**src/hw/rtl/fixed_frame_resync_deframer_top_assert.svh**
```systemverilog
// Assertion macros for the deframer RTL, used by the sequencer ffrd_ctrl.
// No dependencies; include by bare file name inside a module body.
`ifndef FIXED_FRAME_RESYNC_DEFRAMER_TOP_ASSERT_SVH
`define FIXED_FRAME_RESYNC_DEFRAMER_TOP_ASSERT_SVH

// Same-cycle implication, disabled during reset.
`define FFRD_ASSERT_NOW(label, ante, cons) \
  label: assert property (@(posedge clk) disable iff (rst) (ante) |-> (cons)) \
    else $error("ffrd assertion failed");

// Next-cycle implication, disabled during reset.
`define FFRD_ASSERT_NEXT(label, ante, cons) \
  label: assert property (@(posedge clk) disable iff (rst) (ante) |=> (cons)) \
    else $error("ffrd assertion failed");

`endif

```
**src/hw/rtl/ffrd_pkg.sv**
```systemverilog
// Package for the fixed frame resync deframer: sizes and control types.
// No dependencies.
package ffrd_pkg;

  localparam int FRAME_BYTES = 16;
  localparam int IDX_W       = $clog2(FRAME_BYTES);
  localparam int CNT_W       = $clog2(FRAME_BYTES + 1);

  localparam logic [1:0] REG_HEAD = 2'd0;
  localparam logic [1:0] REG_TAIL = 2'd1;

  // Controls broadcast from the sequencer to the cell row.
  typedef struct packed {
    logic                   shift;
    logic [FRAME_BYTES-1:0] load;
  } ctrl_t;

endpackage

```
**src/hw/rtl/ffrd_rx_if.sv**
```systemverilog
// Receive byte channel: valid/ready handshake with one byte payload.
// No dependencies.
interface ffrd_rx_if;
  logic       valid;
  logic       ready;
  logic [7:0] rx_byte;

  modport source (output valid, output rx_byte, input ready);
  modport sink (input valid, input rx_byte, output ready);
endinterface

```
**src/hw/rtl/ffrd_frame_if.sv**
```systemverilog
// Frame byte output channel: valid/ready handshake with byte, index, last.
// No dependencies.
interface ffrd_frame_if;
  logic       valid;
  logic       ready;
  logic [7:0] frame_byte;
  logic [5:0] byte_index;
  logic       last_byte;

  modport source (output valid, output frame_byte, output byte_index,
                  output last_byte, input ready);
  modport sink (input valid, input frame_byte, input byte_index,
                input last_byte, output ready);
endinterface

```
**src/hw/rtl/ffrd_cell.sv**
```systemverilog
// One window cell: holds a byte, loads a received byte or takes its
// upper neighbor's byte on a shift. Depends on ffrd_pkg.
module ffrd_cell
  import ffrd_pkg::*;
(
  input  logic       clk,
  input  logic       load,
  input  logic       shift,
  input  logic [7:0] load_data,
  input  logic [7:0] upper_data,
  output logic [7:0] data
);

  always_ff @(posedge clk) begin
    if (load) begin
      data <= load_data;
    end else if (shift) begin
      data <= upper_data;
    end
  end

endmodule

```
**src/hw/rtl/ffrd_ctrl.sv**
```systemverilog
// Sequencer for the cell row: fill, check, emit and head search.
// Depends on ffrd_pkg and the assertion macro header.
module ffrd_ctrl
  import ffrd_pkg::*;
(
  input  logic             clk,
  input  logic             rst,
  input  logic             in_valid,
  output logic             in_ready,
  output logic             out_valid,
  input  logic             out_ready,
  input  logic             head_hit,
  input  logic             tail_hit,
  output logic [IDX_W-1:0] idx,
  output ctrl_t            ctrl
);

  typedef enum logic [3:0] {
    S_IDLE   = 4'b0001,
    S_CHECK  = 4'b0010,
    S_EMIT   = 4'b0100,
    S_SEARCH = 4'b1000
  } state_t;

  state_t           state, state_next;
  logic [CNT_W-1:0] fill, fill_next;
  logic [IDX_W-1:0] idx_next;
  logic             in_fire, out_fire;

  assign in_ready  = (state == S_IDLE);
  assign out_valid = (state == S_EMIT);
  assign in_fire   = in_valid && in_ready;
  assign out_fire  = out_valid && out_ready;

  always_comb begin
    state_next = state;
    fill_next  = fill;
    idx_next   = idx;
    ctrl.shift = 1'b0;
    ctrl.load  = '0;
    unique case (state)
      S_IDLE: begin
        if (in_fire) begin
          ctrl.load = FRAME_BYTES'(1) << fill[IDX_W-1:0];
          fill_next = fill + CNT_W'(1);
          if (fill == CNT_W'(FRAME_BYTES - 1)) begin
            state_next = S_CHECK;
          end
        end
      end
      S_CHECK: begin
        if (head_hit && tail_hit) begin
          idx_next   = '0;
          state_next = S_EMIT;
        end else begin
          // drop position 0, then look for a head at the new front
          ctrl.shift = 1'b1;
          fill_next  = CNT_W'(FRAME_BYTES - 1);
          state_next = S_SEARCH;
        end
      end
      S_SEARCH: begin
        if (fill == '0 || head_hit) begin
          state_next = S_IDLE;
        end else begin
          ctrl.shift = 1'b1;
          fill_next  = fill - CNT_W'(1);
        end
      end
      S_EMIT: begin
        if (out_fire) begin
          ctrl.shift = 1'b1;
          idx_next   = idx + IDX_W'(1);
          if (idx == IDX_W'(FRAME_BYTES - 1)) begin
            fill_next  = '0;
            state_next = S_IDLE;
          end
        end
      end
      default: begin
        state_next = S_IDLE;
        fill_next  = '0;
      end
    endcase
  end

  always_ff @(posedge clk) begin
    if (rst) begin
      state <= S_IDLE;
      fill  <= '0;
      idx   <= '0;
    end else begin
      state <= state_next;
      fill  <= fill_next;
      idx   <= idx_next;
    end
  end

`include "fixed_frame_resync_deframer_top_assert.svh"

  `FFRD_ASSERT_NOW(a_no_shift_on_load, |ctrl.load, !ctrl.shift)
  `FFRD_ASSERT_NOW(a_fill_bound, state == S_IDLE, fill < CNT_W'(FRAME_BYTES))
  `FFRD_ASSERT_NEXT(a_full_checks, in_fire && fill == CNT_W'(FRAME_BYTES - 1),
                    state == S_CHECK)
  `FFRD_ASSERT_NEXT(a_last_empties, out_fire && idx == IDX_W'(FRAME_BYTES - 1),
                    in_ready && fill == '0)

endmodule

```
**src/hw/rtl/fixed_frame_resync_deframer_top.sv**
```systemverilog
// Top level of the fixed frame resync deframer: config registers, cell row
// and sequencer. Depends on ffrd_pkg, ffrd_rx_if, ffrd_frame_if, ffrd_cell,
// ffrd_ctrl.
//
// Usage:
//   rx    : sink of received bytes, one byte per transfer.
//   frame : source of validated frames, FRAME_BYTES transfers per frame,
//           byte_index counting from 0 and last_byte on the final one.
//   cfg   : cfg_we/cfg_index/cfg_wdata write head_byte (index 0) and
//           tail_byte (index 1); other indexes are ignored. Write only idle.
// Throughput: bytes that do not fill the window are taken back to back. The
//   byte that fills it is followed by the check state, then either FRAME_BYTES
//   output transfers (one per cycle when frame.ready stays high) or a head
//   search, one cell shift per cycle. The rate is set by the cell row, which
//   moves one position per cycle while a frame.ready stall does not hold it.
// Output start: after the filling byte is taken, the sequencer passes through
//   the check state before frame.valid rises in the emit state.
// rx.ready is low while checking, searching or emitting. A frame.ready
//   stall holds the row and the current output byte in place.
// Reset empties the window and clears head_byte and tail_byte to zero.
module fixed_frame_resync_deframer_top
  import ffrd_pkg::*;
(
  input  logic       clk,
  input  logic       rst,
  input  logic       cfg_we,
  input  logic [1:0] cfg_index,
  input  logic [7:0] cfg_wdata,
  ffrd_rx_if.sink    rx,
  ffrd_frame_if.source frame
);

  logic [7:0]       head_byte, tail_byte;
  logic [7:0]       cell_data [FRAME_BYTES];
  logic [IDX_W-1:0] idx;
  ctrl_t            ctrl;

  // Register writes; an unknown index is dropped.
  always_ff @(posedge clk) begin
    if (rst) begin
      head_byte <= '0;
      tail_byte <= '0;
    end else if (cfg_we) begin
      if (cfg_index == REG_HEAD) begin
        head_byte <= cfg_wdata;
      end else if (cfg_index == REG_TAIL) begin
        tail_byte <= cfg_wdata;
      end
    end
  end

  // Row of cells; cell 0 is the window front and the output byte.
  for (genvar i = 0; i < FRAME_BYTES; i++) begin : g_cell
    logic [7:0] upper;
    if (i == FRAME_BYTES - 1) begin : g_top
      assign upper = 8'h00;
    end else begin : g_mid
      assign upper = cell_data[i+1];
    end
    ffrd_cell u_cell (
      .clk        (clk),
      .load       (ctrl.load[i]),
      .shift      (ctrl.shift),
      .load_data  (rx.rx_byte),
      .upper_data (upper),
      .data       (cell_data[i])
    );
  end

  ffrd_ctrl u_ctrl (
    .clk       (clk),
    .rst       (rst),
    .in_valid  (rx.valid),
    .in_ready  (rx.ready),
    .out_valid (frame.valid),
    .out_ready (frame.ready),
    .head_hit  (cell_data[0] == head_byte),
    .tail_hit  (cell_data[FRAME_BYTES-1] == tail_byte),
    .idx       (idx),
    .ctrl      (ctrl)
  );

  assign frame.frame_byte = cell_data[0];
  assign frame.byte_index = 6'(idx);
  assign frame.last_byte  = (idx == IDX_W'(FRAME_BYTES - 1));

endmodule
```
**src/flat_wrapper.sv**
```systemverilog
// flat-port wrapper written by rule: the top's interface ports become plain ports
module fixed_frame_resync_deframer_top_flat import ffrd_pkg::*;
  (clk, rst, cfg_we, cfg_index, cfg_wdata, rx_valid, rx_rx_byte, rx_ready, frame_valid, frame_frame_byte, frame_byte_index, frame_last_byte, frame_ready);
  ffrd_rx_if rx_i ();
  ffrd_frame_if frame_i ();
  input  logic clk;
  input  logic rst;
  input  logic cfg_we;
  input  logic [1:0] cfg_index;
  input  logic [7:0] cfg_wdata;
  input wire logic [$bits(rx_i.valid)-1:0] rx_valid;
  input wire logic [$bits(rx_i.rx_byte)-1:0] rx_rx_byte;
  output wire logic [$bits(rx_i.ready)-1:0] rx_ready;
  output wire logic [$bits(frame_i.valid)-1:0] frame_valid;
  output wire logic [$bits(frame_i.frame_byte)-1:0] frame_frame_byte;
  output wire logic [$bits(frame_i.byte_index)-1:0] frame_byte_index;
  output wire logic [$bits(frame_i.last_byte)-1:0] frame_last_byte;
  input wire logic [$bits(frame_i.ready)-1:0] frame_ready;
  assign rx_i.valid = rx_valid;
  assign rx_i.rx_byte = rx_rx_byte;
  assign rx_ready = rx_i.ready;
  assign frame_valid = frame_i.valid;
  assign frame_frame_byte = frame_i.frame_byte;
  assign frame_byte_index = frame_i.byte_index;
  assign frame_last_byte = frame_i.last_byte;
  assign frame_i.ready = frame_ready;
  fixed_frame_resync_deframer_top u_core (.clk(clk), .rst(rst), .cfg_we(cfg_we), .cfg_index(cfg_index), .cfg_wdata(cfg_wdata), .rx(rx_i), .frame(frame_i));
endmodule
```
**config.mk**
```make
export PLATFORM = sky130hd
export DESIGN_NAME = fixed_frame_resync_deframer_top_flat
export DESIGN_NICKNAME = d
export VERILOG_FILES = /design/src/hw/rtl/ffrd_pkg.sv /design/src/hw/rtl/ffrd_rx_if.sv /design/src/hw/rtl/ffrd_frame_if.sv /design/src/hw/rtl/ffrd_cell.sv /design/src/hw/rtl/ffrd_ctrl.sv /design/src/hw/rtl/fixed_frame_resync_deframer_top.sv /design/src/flat_wrapper.sv
export VERILOG_INCLUDE_DIRS = /design/src /design/src/hw/rtl
export SDC_FILE = /design/constraint.sdc
export NUM_CORES = 1
export LEC_CHECK = 0
export ABC_AREA = 1
export BUFFER_PORTS_ARGS = -buffer_cell sky130_fd_sc_hd__buf_2
export CAP_MARGIN = 40
export CORE_ASPECT_RATIO = 0.7
export CORE_MARGIN = 10
export CORE_UTILIZATION = 45
export CTS_CLUSTER_DIAMETER = 40
export CTS_CLUSTER_SIZE = 28
export DETAILED_ROUTE_END_ITERATION = 16
export HOLD_SLACK_MARGIN = 0.05
export PLACE_DENSITY_LB_ADDON = 0.1
export SLEW_MARGIN = 30
export SYNTH_ARGS = -nofsm -noshare
export SYNTH_HDL_FRONTEND = slang
export SYNTH_SLANG_ARGS = --single-unit
```
**constraint.sdc**
```tcl
create_clock -name clk -period 2.1 [get_ports clk]
set_clock_uncertainty 0.05 [all_clocks]
set_input_delay 0.21 -clock clk [delete_from_list [all_inputs] [get_ports clk]]
set_output_delay 0.21 -clock clk [all_outputs]
set_load 0.02 [all_outputs]
```
Word level (Yosys, flattened, before mapping)
Index checks and enable logic that the tools add are counted.
{"block": "totals", "output_inout_bits": 17, "latchBits": 0, "in_bits": 23, "mem_bits_ro": 0, "elab_cells": 125, "reg_bits": 157, "ram_bits": 0, "n_memories": 0}
{"block": "classes", "add_sub_neg": 3, "div": 0, "n_bitwise": 1, "n_reduce_logical": 28, "magnitude_cmp": 0, "n_mux": 54, "n_eq_ne": 17, "mul": 0, "n_shift": 1}
{"operator": "$mux 8", "n": 32}
{"operator": "$reduce_bool 2->1", "n": 17}
{"operator": "$mux 16", "n": 2}
{"operator": "$mux 4", "n": 8}
{"operator": "$mux 5", "n": 5}
{"operator": "$pmux 5 s4", "n": 1}
{"operator": "$eq 8x8->1", "n": 2}
{"operator": "$pmux 4 s4", "n": 1}
{"operator": "$shl 1x4->16 const A", "n": 1}
{"operator": "$ne 2x2->1 const B", "n": 5}
{"operator": "$reduce_and 5->1", "n": 2}
{"operator": "$eq 4x4->1 const B", "n": 2}
{"operator": "$pmux 4 s2", "n": 1}
{"operator": "$ne 2x1->1 const B", "n": 3}
{"operator": "$reduce_and 3->1", "n": 2}
{"operator": "$add 5x1->5 const B", "n": 1}
{"operator": "$eq 5x4->1 const B", "n": 1}
{"operator": "$logic_not 5->1", "n": 1}
{"operator": "$sub 5x1->5 const B", "n": 1}
{"operator": "$add 4x1->4 const B", "n": 1}
{"operator": "$eq 4x1->1 const B", "n": 1}
{"operator": "$eq 4x2->1 const B", "n": 1}
{"operator": "$eq 4x3->1 const B", "n": 1}
{"operator": "$logic_and 1x1->1", "n": 3}
{"operator": "other kinds (7)", "n": 9}

Longest topological paths before layout
Gate-level depths: netlist of the first run.
{"block": "depth", "word_depth": 6, "ltp_mapped": 16, "mapped_depth_nobuf": 16}

Modules after synthesis
From an unflattened synthesis of the first run, not the netlist that was laid out.
{"block": "unflattened", "cells_unflattened": 891, "area_unflattened_um2": 7608.5}
{"mod": "ffrd_cell", "instances": 16, "cells_per_inst": 35, "area_per_inst_um2": 351.6, "seq_area_each_um2": 240.2}
{"mod": "ffrd_ctrl", "instances": 1, "cells_per_inst": 165, "area_per_inst_um2": 1058.5, "seq_area_each_um2": 260.2}
{"mod": "fixed_frame_resync_deframer_top", "instances": 1, "cells_per_inst": 166, "area_per_inst_um2": 924.6, "seq_area_each_um2": 320.3}

Worst setup path before layout of the first run
Ideal clock, no wire load.
{"block": "synth_path", "path_type": "register to register", "from": "register u_core.g_cell[0].u_cell.data[6]", "to": "register u_core.g_cell[15].u_cell.data[0], enable pin", "t_arrival_ns": 1.673, "synth_period_minus_slack_ns": 2.022, "setup_ns": 0.300, "path_buffers": 1, "path_stages_with_launch": 11, "slack_ns": 0.078, "required_time_ns": 1.750, "cell_sequence": "edfxtp_1 xor2_1 nor2_1 nand2_1 nor2_1 nand2_1 nand2_2 nand2_2 a21oi_4 buf_6 nand2_1"}
{"block": "synth_between", "elab_chain_len": 5, "word_cells_on_any_way": 7, "classes_between": "eq/ne: 1; mux: 3; reduce/logical: 3"}
{"item": "start, declared", "line_no": "ffrd_cell.sv:11", "source": "output logic [7:0] data"}
{"item": "start signal, assigned", "line_no": "ffrd_cell.sv:16", "source": "data <= load_data;"}
{"item": "start signal, assigned", "line_no": "ffrd_cell.sv:18", "source": "data <= upper_data;"}
{"item": "$eq 8x8->1 (*)", "line_no": "fixed_frame_resync_deframer_top.sv:77", "source": ".head_hit (cell_data[0] == head_byte),"}
{"item": "$logic_or 1x1->1 or $logic_and 1x1->1 (tied branches)", "line_no": "ffrd_ctrl.sv:63, ffrd_ctrl.sv:52"}
{"item": "$mux 1 (on tied branches)", "line_no": "ffrd_ctrl.sv:63, ffrd_ctrl.sv:52"}
{"item": "$pmux 1 s3 (*)", "line_no": "ffrd_ctrl.sv:41", "source": "unique case (state)"}
{"item": "$reduce_bool 2->1 (no source line) (*)"}
{"item": "end signal, assigned", "line_no": "ffrd_cell.sv:16"}
{"item": "end signal, assigned", "line_no": "ffrd_cell.sv:18"}
{"item": "end, declared", "line_no": "ffrd_cell.sv:11"}
Mark *: on every way between the ends. The rest lies on a longest branch, timed or not.
A chain may end at the register's enable or synchronous reset.

Final worst setup path of the first run
{"block": "layout_path", "from": "register u_core.g_cell[0].u_cell.data[3]", "to": "register u_core.g_cell[3].u_cell.data[6], enable pin"}
{"block": "layout_between", "elab_chain_len": 5, "word_cells_on_any_way": 7, "classes_between": "eq/ne: 1; mux: 3; reduce/logical: 3"}
{"item": "$eq 8x8->1 (*)", "line_no": "fixed_frame_resync_deframer_top.sv:77"}
{"item": "$logic_or 1x1->1 or $logic_and 1x1->1 (tied branches)", "line_no": "ffrd_ctrl.sv:63, ffrd_ctrl.sv:52"}
{"item": "$mux 1 (on tied branches)", "line_no": "ffrd_ctrl.sv:63, ffrd_ctrl.sv:52"}
{"item": "$pmux 1 s3 (*)", "line_no": "ffrd_ctrl.sv:41"}
{"item": "$reduce_bool 2->1 (no source line) (*)"}
{"item": "end signal, assigned", "line_no": "ffrd_cell.sv:16"}
{"item": "end signal, assigned", "line_no": "ffrd_cell.sv:18"}
{"item": "end, declared", "line_no": "ffrd_cell.sv:11"}
Marked as above.

==> results of run 1 <==
==> synthesized netlist by cell type, drive strengths merged <==
library cell,instances
a21oi,19
a31oi,1
buf,18
clkbuf,13
conb,1
dfxtp,29
edfxtp,128
ha,2
inv,59
mux2i,1
nand2,241
nand3,19
nand4,2
nor2,62
nor3,5
nor3b,1
nor4,2
o21a,1
o21ai,139
xnor2,3
xor2,5
==> worst max-delay path: stages (launching register included) <==
cell	delay [ns]
edfxtp_1	0.45
xor2_1	0.17
nor2_1	0.11
nand2_1	0.06
nor2_1	0.13
nand2_1	0.08
nand2_2	0.07
nand2_2	0.06
a21oi_4	0.14
buf_12	0.20
nand2_2	0.16
==> logic make-up (layout without fill, tap and decap cells) <==
logic type,count (synthesis),in the layout,share of synthesized area
and+or+nand+nor,332,332,0.193
AOI/OAI and AO/OA,160,160,0.116
DFF,157,157,0.612
buffers and inverters,90,170,0.0639
xor gates and xnor gates,8,8,0.00969
adders and majority gates,2,2,0.00346
other,1,2,0.000519
muxes,1,1,0.00138
==> layout make-up <==
type | count | area share
clock buffers | 18 | 0.0513
clock inverters | 14 | 0.0112
inverters | 59 | 0.0265
multi-input cells | 505 | 0.287
flip-flops and latches | 157 | 0.529
well taps | 200 | 0.0299
repair buffers | 79 | 0.0652
==> what timing repair did <==
item,4_1_cts,5_1_grt
setup buffers,0,1
hold endpoints to repair,14,0
endpoints found under the setup margin,24,132
hold buffers,8,0
gates resized for setup,0,21
==> layout by cell type, fill, tap and decap left out, types with 2 or more instances in the layout <==
cell type	count
buf_12	2
nand2_2	21
nor4_1	2
xnor2_1	3
o21ai_2	7
nor2_4	2
inv_2	2
nand3_2	2
clkinv_1	2
ha_1	2
a21oi_1	17
nand4_1	2
dfxtp_1	29
nand2_1	214
o21ai_0	126
dlygate4sd3_1	8
conb_1	2
nand3_1	17
inv_6	4
clkinv_2	4
nor3_1	4
clkbuf_16	17
xor2_1	5
buf_4	32
edfxtp_1	128
inv_1	57
nor2_1	55
buf_2	37
o21ai_1	6
nor2_2	4
clkinvlp_4	3
nand2_4	6
==> power by group through the flow <==
| stage | clock network (W) | logic (W) | registers [W] |
|---|---|---|---|
| floorplan | 0 | 0.000273 | 0.00352 |
| global placement | 0 | 0.000417 | 0.00352 |
| detailed placement | 0 | 0.000426 | 0.00352 |
| CTS | 0.00281 | 0.000440 | 0.00345 |
| global route | 0.00295 | 0.000505 | 0.00346 |
| finish | 0.00276 | 0.000446 | 0.00345 |
==> layer usage <==
layer	vias to the layer above	GRT usage	share of wire
li1	2653	-	-
met1	2413	0.230	0.51
met4	0	0.0535	0.014
met3	19	0.0424	0.062
met2	154	0.224	0.41
met5	-	0	0
==> registers in the layout (all words and copies together), names as in the netlist <==
register and cells:
u_core.g_cell.u_cell.data 128, u_core.tail_byte 8, u_core.head_byte 8, u_core.u_ctrl.state 4
u_core.u_ctrl.idx 4, u_core.u_ctrl.fill 5
==> path summary, 6_finish.rpt <==
check                                  start                              end  slack [ns]  depth (start not counted)
max          u_core.g_cell[0].u_cell.data[3]  u_core.g_cell[3].u_cell.data[6]        0.11                         10
min                             cfg_wdata[2]              u_core.tail_byte[2]        0.06                          3
max reg2reg  u_core.g_cell[0].u_cell.data[3]  u_core.g_cell[3].u_cell.data[6]        0.11                         10
min reg2reg              u_core.head_byte[2]              u_core.head_byte[2]        0.43                          2
==> stage by stage <==
step                      instances   util  power, W
after detailed placement        991  0.492   0.00394
after CTS                      1031  0.531   0.00670
after global placement          991  0.492   0.00393
after global routing           1032  0.535   0.00691
after floorplan                 752      -   0.00379
final                          1032  0.535   0.00666
==> impl_metrics.py, run 1 <==
metrics = {
    "synthesis": {
        "synth_top_area_cell": "edfxtp_1",
        "yosys_warnings": 0,
        "synth_top_cell_area_share": 0.532,
        "synth.area.top_cells": "edfxtp_1 53%, nand2_1 12%, o21ai_0 8.7%, dfxtp_1 8.0%, nor2_1 3.0%",
        "ys_seq_elements": 157,
        "synthesis.area_mm2": 0.00723,
        "synth.avg_cell_area_um2": 9.63,
        "ys_seq_area_frac": 0.612,
        "synth_cell_types": 33,
        "synthCells": 751,
    },
    "power_and_ir_drop": {
        "power.internal_w": 0.00507,
        "p_sw_w": 0.00159,
        "power_frac_comb": 0.067,
        "power.density_mw_per_mm2": 796,
        "seq_power_share": 0.519,
        "clockPowerShare": 0.414,
        "ir_drop_uv": 406,
        "p_leak_nw": 3.66,
        "p_sw_frac": 0.239,
    },
    "worst_setup_path": {
        "cp_max_fo": 16,
        "end_kind": "flop",
        "criticalPathCategory": "reg -> reg",
        "critPathArrivalTime_ns": 2.07,
        "required_ns": 2.19,
        "cp-start-kind": "flop",
    },
    "hold_path": {
        "holdCritPathClass": "in -> reg",
    },
    "timing": {
        "relSlewSlack": 0.503,
        "setup_violations": 0,
        "worstMarginPinSlew_ns": 0.745,
        "rsz0062_at_grt": "yes",
        "period_minus_slack_ns": 1.99,
        "fmax_mhz": 504,
        "holdWs_ns": 0.0614,
        "final.setup.tns_ns": 0,
        "fin_crit_sh": 0.946,
        "slew_violations": 0,
        "hold_viol": 0,
        "worst_slack_ns": 0.114,
    },
    "clocking": {
        "clock_sinks": 157,
        "numCtsBuffers": 17,
        "clk_pin_slew_ns": 0.06,
        "cts_max_path_buffers": 2,
        "cts-root-buf": "clkbuf_16",
        "cts_max_level": 4,
        "tritoncts": "done",
        "clkLatencyLatePin_ns": 0.43,
    },
    "drt": {
        "drt_wl_total_um": 16800,
        "route.detailed.wl_per_inst_um": 16.3,
        "drc": 0,
        "via_per_inst": 5.08,
        "first_pass_iters": 5,
        "drtIter0Drc": 441,
        "ant_nets": 0,
        "via_count": 5239,
    },
    "outcome": {
        "status": "finished, final reports clean",
    },
    "die": {
        "ios": 40,
        "die_x_um": 172,
        "core_mm2": 0.0156,
        "die_h_um": 126,
        "die_area_mm2": 0.0216,
        "start_util": 0.462,
        "fp-row-count": 38,
    },
    "cells_and_area": {
        "final-seq-area_mm2": 0.00442,
        "stdcell_area_mm2": 0.00837,
        "area_delta_synth_final_pct": 15.7,
        "drive_gt1_frac": 0.178,
        "insertedDiodeCount": 0,
        "fillers": 1396,
        "multi_input_area_mm2": 0.00240,
        "fin_nets": 844,
    },
    "placement": {
        "placed_area_mm2": 0.00770,
        "port_buffers": 37,
        "place_congestion": 0.803,
        "dp.final_hpwl_um": 11400,
        "dp_worst_setup_slack_ns": 0.00197,
    },
    "flow_run": {
        "cap_violations": 0,
    },
    "grt": {
        "grt_max_degree": 26,
        "grt_pass1_wl_um": 26700,
        "grt_antenna_before_repair": 0,
        "track_usage": 0.159,
        "grt_overflow": 0,
        "grt_pass1_vias": 4945,
    },
}
(Power assumes the default switching activity.)
==> run 2, diff against run 1 <==
==> constraint.sdc (replaced) <==
create_clock -name clk -period 2.3 [get_ports clk]
set_clock_uncertainty 0.05 [all_clocks]
set_input_delay 0.23 -clock clk [delete_from_list [all_inputs] [get_ports clk]]
set_output_delay 0.23 -clock clk [all_outputs]
set_load 0.02 [all_outputs]
==> impl_metrics.py, run 2 (synthesis gave the netlist of run 1 again) <==
metrics = {
    "outcome": {
        "status": "finished, final reports clean",
    },
    "timing": {
        "hold_viol": 0,
        "fin_crit_sh": 0.936,
        "slew_violations": 0,
        "relSlewSlack": 0.522,
        "setup_violations": 0,
        "worstMarginPinSlew_ns": 0.716,
        "final.setup.tns_ns": 0,
        "fmax_mhz": 464,
        "period_minus_slack_ns": 2.15,
        "rsz0062_at_grt": "yes",
    },
    "cells_and_area": {
        "fin_nets": 832,
        "top_register": "u_core.g_cell.u_cell.data",
        "area_delta_synth_final_pct": 14.4,
        "stdcell_area_mm2": 0.00827,
        "largest_registers": "u_core.g_cell.u_cell.data: 128 flops, u_core.head_byte: 8 flops, u_core.tail_byte: 8 flops",
        "insertedDiodeCount": 0,
        "final_common_cell": "nand2_1",
        "mostFrequentLayoutCells": "231 x nand2_1, 128 x edfxtp_1, 126 x o21ai_0, 58 x nor2_1, 57 x inv_1",
        "largest_reg_flops": 128,
        "drive_gt1_frac": 0.143,
    },
    "placement": {
        "dp.final_hpwl_um": 11100,
        "port_buffers": 37,
        "place_congestion": 0.813,
        "placed_area_mm2": 0.00763,
    },
    "worst_setup_path": {
        "cp_max_fo": 16,
        "startpoint": "u_core.u_ctrl.fill[0]",
        "critical-path-top-delay-family": "simple AND/OR/NAND/NOR gates",
        "end_kind": "flop",
        "path_cells": "inv_1 > nand2_1 > nor2_4 > nand3_1 > nand3_1 > nand2_2 > a21oi_4 > buf_12 > nand2_1",
        "cp_slowest_cell": "dfxtp_1",
        "required_ns": 2.36,
        "criticalPathCategory": "reg -> reg",
        "r2r-start": "u_core.u_ctrl.fill[0]",
        "cp-start-kind": "flop",
        "slowest_delay_ns": 0.36,
        "worst-path-buf-inv": 2,
        "critPathArrivalTime_ns": 2.21,
    },
    "clocking": {
        "ctsResizeCount": 0,
        "tritoncts": "done",
        "clock_sinks": 157,
        "cts_setup_buffers": 0,
        "cts_max_level": 4,
        "cts-root-buf": "clkbuf_16",
        "cts_max_path_buffers": 2,
        "clkLatencyLatePin_ns": 0.42,
        "clk_pin_slew_ns": 0.07,
        "numCtsBuffers": 17,
    },
    "drt": {
        "drt_wl_total_um": 16300,
        "drtIter0Drc": 407,
        "first_pass_iters": 5,
        "drc": 0,
        "via_count": 5254,
        "drt-met1-wl_um": 8450,
        "via_per_inst": 5.15,
        "route.detailed.wl_per_inst_um": 16.0,
        "wl_met2_um": 6770,
        "wl_met3_um": 953,
        "dr.max_layer_used": "met4",
        "ant_nets": 0,
    },
    "die": {
        "ios": 40,
        "die_x_um": 172,
        "die_h_um": 126,
        "core_mm2": 0.0156,
        "fp-row-count": 38,
        "start_util": 0.462,
        "die_area_mm2": 0.0216,
    },
    "grt": {
        "grt_pass1_wl_um": 26200,
        "grt_antenna_before_repair": 0,
        "grt_max_degree": 26,
        "grt_overflow": 0,
        "grt_pass1_vias": 5049,
        "track_usage": 0.153,
    },
    "power_and_ir_drop": {
        "power.density_mw_per_mm2": 774,
        "power_frac_comb": 0.059,
        "ir_drop_uv": 398,
        "p_leak_nw": 3.65,
        "power.internal_w": 0.00495,
        "clockPowerShare": 0.449,
        "p_sw_w": 0.00146,
        "p_sw_frac": 0.227,
        "seq_power_share": 0.492,
    },
    "flow_run": {
        "cap_violations": 0,
    },
    "hold_path": {
        "holdCritPathClass": "in -> reg",
        "min-delay-start": "cfg_wdata[5]",
    },
}
-- run 2: cell types whose count changed in the layout (fill, tap and decap cells not counted), sizes merged --
cell / delta
clkinv: -4
inv: +1
clkbuf: +1
dlygate4sd3: -3
clkinvlp: -1
buf: -9
bufinv: +3
-- run 2: stage by stage --
step | worst slack (ns) | total power, W | hold slack, ns | instances | utilization
2_1_floorplan | 0.278 | 0.00346 | 0.249 | 752 | -
3_3_place_gp | 0.199 | 0.00358 | 0.404 | 983 | 0.488
3_5_place_dp | 0.140 | 0.00358 | 0.412 | 983 | 0.488
4_1_cts | 0.125 | 0.00643 | 0.0544 | 1020 | 0.529
5_1_grt | -0.0546 | 0.00662 | 0.0798 | 1020 | 0.529
6_report | 0.147 | 0.00640 | 0.0686 | 1020 | 0.529
-- run 2: power groups by stage --
stage | combinational (W) | clock [W] | sequential [W]
finish | 0.000380 | 0.00287 | 0.00315
floorplan | 0.000249 | 0 | 0.00321
global placement | 0.000370 | 0 | 0.00321
CTS | 0.000381 | 0.00290 | 0.00315
global route | 0.000432 | 0.00303 | 0.00316
detailed placement | 0.000373 | 0 | 0.00321
-- run 2: worst reg2reg max path: stages, from the launching register on --
cell and delay, ns:
dfxtp_1 0.36, inv_1 0.16, nand2_1 0.13, nor2_4 0.18, nand3_1 0.12, nand3_1 0.19, nand2_2 0.09, a21oi_4 0.14
buf_12 0.17, nand2_1 0.25
-- run 2: area by class of cell --
| cell class | count | area [µm²] |
|---|---|---|
| Tap cell | 200 | 250 |
| Timing Repair Buffer | 67 | 435 |
| Inverter | 59 | 221 |
| Clock buffer | 19 | 433 |
| Multi-Input combinational cell | 505 | 2350 |
| Clock inverter | 13 | 161 |
| Fill cell | 1363 | 7370 |
| Sequential cell | 157 | 4420 |
-- run 2: worst paths after layout --
check	cells past startpoint	slack, ns	to
worst max-delay path	9	0.15	u_core.g_cell[9].u_cell.data[5]
worst min-delay path	3	0.07	u_core.tail_byte[5]
worst max register to register	9	0.15	u_core.g_cell[9].u_cell.data[5]
worst min register to register	2	0.43	u_core.tail_byte[5]
-- run 2: timing repair --
item                                    in CTS  in global routing
endpoints found under the hold margin        8                  0
endpoints found under the setup margin       0                120
hold buffers                                 5                  0
-- run 2: metal layers --
| layer | vias to the layer above | track usage |
|---|---|---|
| li1 | 2620 | - |
| met1 | 2488 | 0.221 |
| met2 | 132 | 0.218 |
| met3 | 14 | 0.0459 |
| met4 | 0 | 0.0413 |
| met5 | - | 0 |
==> run 3, diff against run 2 <==
--- a/config.mk
+++ b/config.mk
@@ -11,9 +11,10 @@
 export CAP_MARGIN = 40
 export CORE_ASPECT_RATIO = 0.7
 export CORE_MARGIN = 10
-export CORE_UTILIZATION = 45
+export CORE_UTILIZATION = 60
+export CTS_BUF_LIST = sky130_fd_sc_hd__clkbuf_16
 export CTS_CLUSTER_DIAMETER = 40
-export CTS_CLUSTER_SIZE = 28
+export CTS_CLUSTER_SIZE = 25
 export DETAILED_ROUTE_END_ITERATION = 16
 export HOLD_SLACK_MARGIN = 0.05
 export PLACE_DENSITY_LB_ADDON = 0.1
==> impl_metrics.py, run 3 (synthesis gave the netlist of run 1 again) <==
metrics = {
    "outcome": {
        "status": "finished, final reports clean",
    },
    "cells_and_area": {
        "fillers": 867,
        "largest_registers": "u_core.g_cell.u_cell.data: 128 flops, u_core.head_byte: 8 flops, u_core.tail_byte: 8 flops",
        "drive_gt1_frac": 0.137,
        "area_delta_synth_final_pct": 13.2,
        "mostFrequentLayoutCells": "231 x nand2_1, 128 x edfxtp_1, 126 x o21ai_0, 58 x nor2_1, 58 x inv_1",
        "layoutNonFillerInstCount": 969,
        "top_register": "u_core.g_cell.u_cell.data",
        "final_util": 0.698,
        "insertedDiodeCount": 0,
        "largest_reg_flops": 128,
        "fin_nets": 825,
        "final_common_cell": "nand2_1",
    },
    "hold_path": {
        "holdCritPathClass": "in -> reg",
    },
    "drt": {
        "route.detailed.wl_per_inst_um": 16.0,
        "via_per_inst": 5.48,
        "drt_wl_total_um": 15600,
        "ant_nets": 0,
        "drtIter0Drc": 424,
        "first_pass_iters": 5,
        "drc": 0,
        "via_count": 5309,
    },
    "die": {
        "die_area_mm2": 0.0169,
        "die_x_um": 151,
        "core_mm2": 0.0117,
        "ios": 40,
        "die_h_um": 112,
        "start_util": 0.617,
        "fp-row-count": 33,
    },
    "worst_setup_path": {
        "startpoint": "u_core.g_cell[15].u_cell.data[1]",
        "end_kind": "flop",
        "reg2regPathDepth": 10,
        "r2r_end": "u_core.g_cell[3].u_cell.data[7]",
        "r2r_setup_slack_ns": 0.11,
        "cp-start-kind": "flop",
        "critPathArrivalTime_ns": 2.24,
        "r2r-start": "u_core.g_cell[15].u_cell.data[1]",
        "crit_end": "u_core.g_cell[3].u_cell.data[7]",
        "required_ns": 2.35,
        "cp_max_fo": 16,
        "criticalPathCategory": "reg -> reg",
    },
    "placement": {
        "dp.final_hpwl_um": 10300,
        "dpl.cell_count": 934,
        "port_buffers": 37,
        "place_congestion": 0.822,
        "dp_worst_setup_slack_ns": 0.141,
    },
    "timing": {
        "hold_viol": 0,
        "rsz0062_at_grt": "yes",
        "holdWs_ns": 0.0684,
        "fmax_mhz": 456,
        "period_minus_slack_ns": 2.19,
        "worst_slack_ns": 0.109,
        "slew_violations": 0,
        "setup_violations": 0,
        "relSlewSlack": 0.524,
        "fin_crit_sh": 0.953,
        "worstMarginPinSlew_ns": 0.713,
    },
    "grt": {
        "grt_pass1_vias": 4931,
        "grt_overflow": 0,
        "track_usage": 0.187,
        "grt_max_degree": 26,
        "grt_antenna_before_repair": 0,
        "grt_pass1_wl_um": 25000,
    },
    "clocking": {
        "ctsResizeCount": 0,
        "cts-root-buf": "clkbuf_16",
        "clock_sinks": 157,
        "cts_setup_buffers": 0,
        "tritoncts": "done",
        "clk_pin_slew_ns": 0.06,
        "cts_max_path_buffers": 2,
        "clkLatencyLatePin_ns": 0.42,
        "cts_max_level": 4,
        "numCtsBuffers": 17,
    },
    "power_and_ir_drop": {
        "power.density_mw_per_mm2": 789,
        "p_leak_nw": 3.64,
        "power.internal_w": 0.00505,
        "clockPowerShare": 0.454,
        "ir_drop_uv": 691,
        "p_sw_frac": 0.219,
        "power_frac_comb": 0.058,
        "seq_power_share": 0.488,
        "p_sw_w": 0.00141,
    },
    "flow_run": {
        "cap_violations": 0,
    },
}
==> run 3: cell types whose count changed in the layout (fill, tap and decap cells not counted), sizes merged <==
| cell | before | now |
|---|---|---|
| buf | 62 | 56 |
| bufinv | 3 | 4 |
| clkbuf | 19 | 17 |
| clkinv | 3 | 5 |
| clkinvlp | 2 | 0 |
| dlygate4sd3 | 5 | 4 |
==> run 3: layout make-up <==
cell class / instances / area (µm²) / area share
Inverter: 59 / 221 / 0.0270
Sequential cell: 157 / 4420 / 0.540
Tap cell: 157 / 196 / 0.0240
Clock buffer: 17 / 425 / 0.0520
Multi-Input combinational cell: 505 / 2350 / 0.287
Timing Repair Buffer: 60 / 380 / 0.0465
Clock inverter: 14 / 191 / 0.0234
==> run 3: power by group through the flow <==
stage	registers (W)	clock network, W	logic (W)
3_5_place_dp	0.00321	0	0.000363
4_1_cts	0.00315	0.00295	0.000373
2_1_floorplan	0.00321	0	0.000249
3_3_place_gp	0.00321	0	0.000355
5_1_grt	0.00316	0.00309	0.000422
6_report	0.00315	0.00293	0.000373
==> run 3: worst min-delay path by stage <==
stage	startpoint	end	slack (ns)	cells after the start
floorplan	rst	u_core.u_ctrl.idx[2]	0.25	1
global route	cfg_wdata[2]	u_core.tail_byte[2]	0.09	3
finish	cfg_wdata[5]	u_core.tail_byte[5]	0.07	3
global placement	u_core.head_byte[0]	u_core.head_byte[0]	0.41	2
CTS	cfg_wdata[5]	u_core.tail_byte[5]	0.06	3
detailed placement	u_core.tail_byte[6]	u_core.tail_byte[6]	0.41	2
==> run 3: through the flow <==
| step | power, W | cell area, µm² | setup TNS, ns |
|---|---|---|---|
| 3_5_place_dp | 0.00358 | 7530 | 0 |
| 6_report | 0.00646 | 8190 | 0 |
| 5_1_grt | 0.00667 | 8190 | -7.14 |
| 3_3_place_gp | 0.00357 | 7530 | 0 |
| 2_1_floorplan | 0.00346 | 7230 | 0 |
| 4_1_cts | 0.00648 | 8190 | 0 |
==> run 3: worst max-delay path, stage by stage, from the launching register on <==
cell and delay (ns):
edfxtp_1 0.42, xor2_1 0.16, nor2_1 0.08, nand2_1 0.06, nor2_1 0.24, nand2_1 0.11
nand2_2 0.13, nand2_2 0.08, a21oi_4 0.14, buf_12 0.17, nand2_1 0.22
==> run 3: repair_timing <==
item | CTS | global route
hold buffers | 4 | 0
setup endpoints to repair | 0 | 128
hold endpoints to repair | 7 | 0
==> run 3: per-layer routing <==
| layer | global-route usage | wire (µm) |
|---|---|---|
| met1 | 0.252 | 7130 |
| met2 | 0.273 | 6600 |
| met4 | 0.0710 | 296 |
| met5 | 0 | 0 |
| met3 | 0.0627 | 1530 |
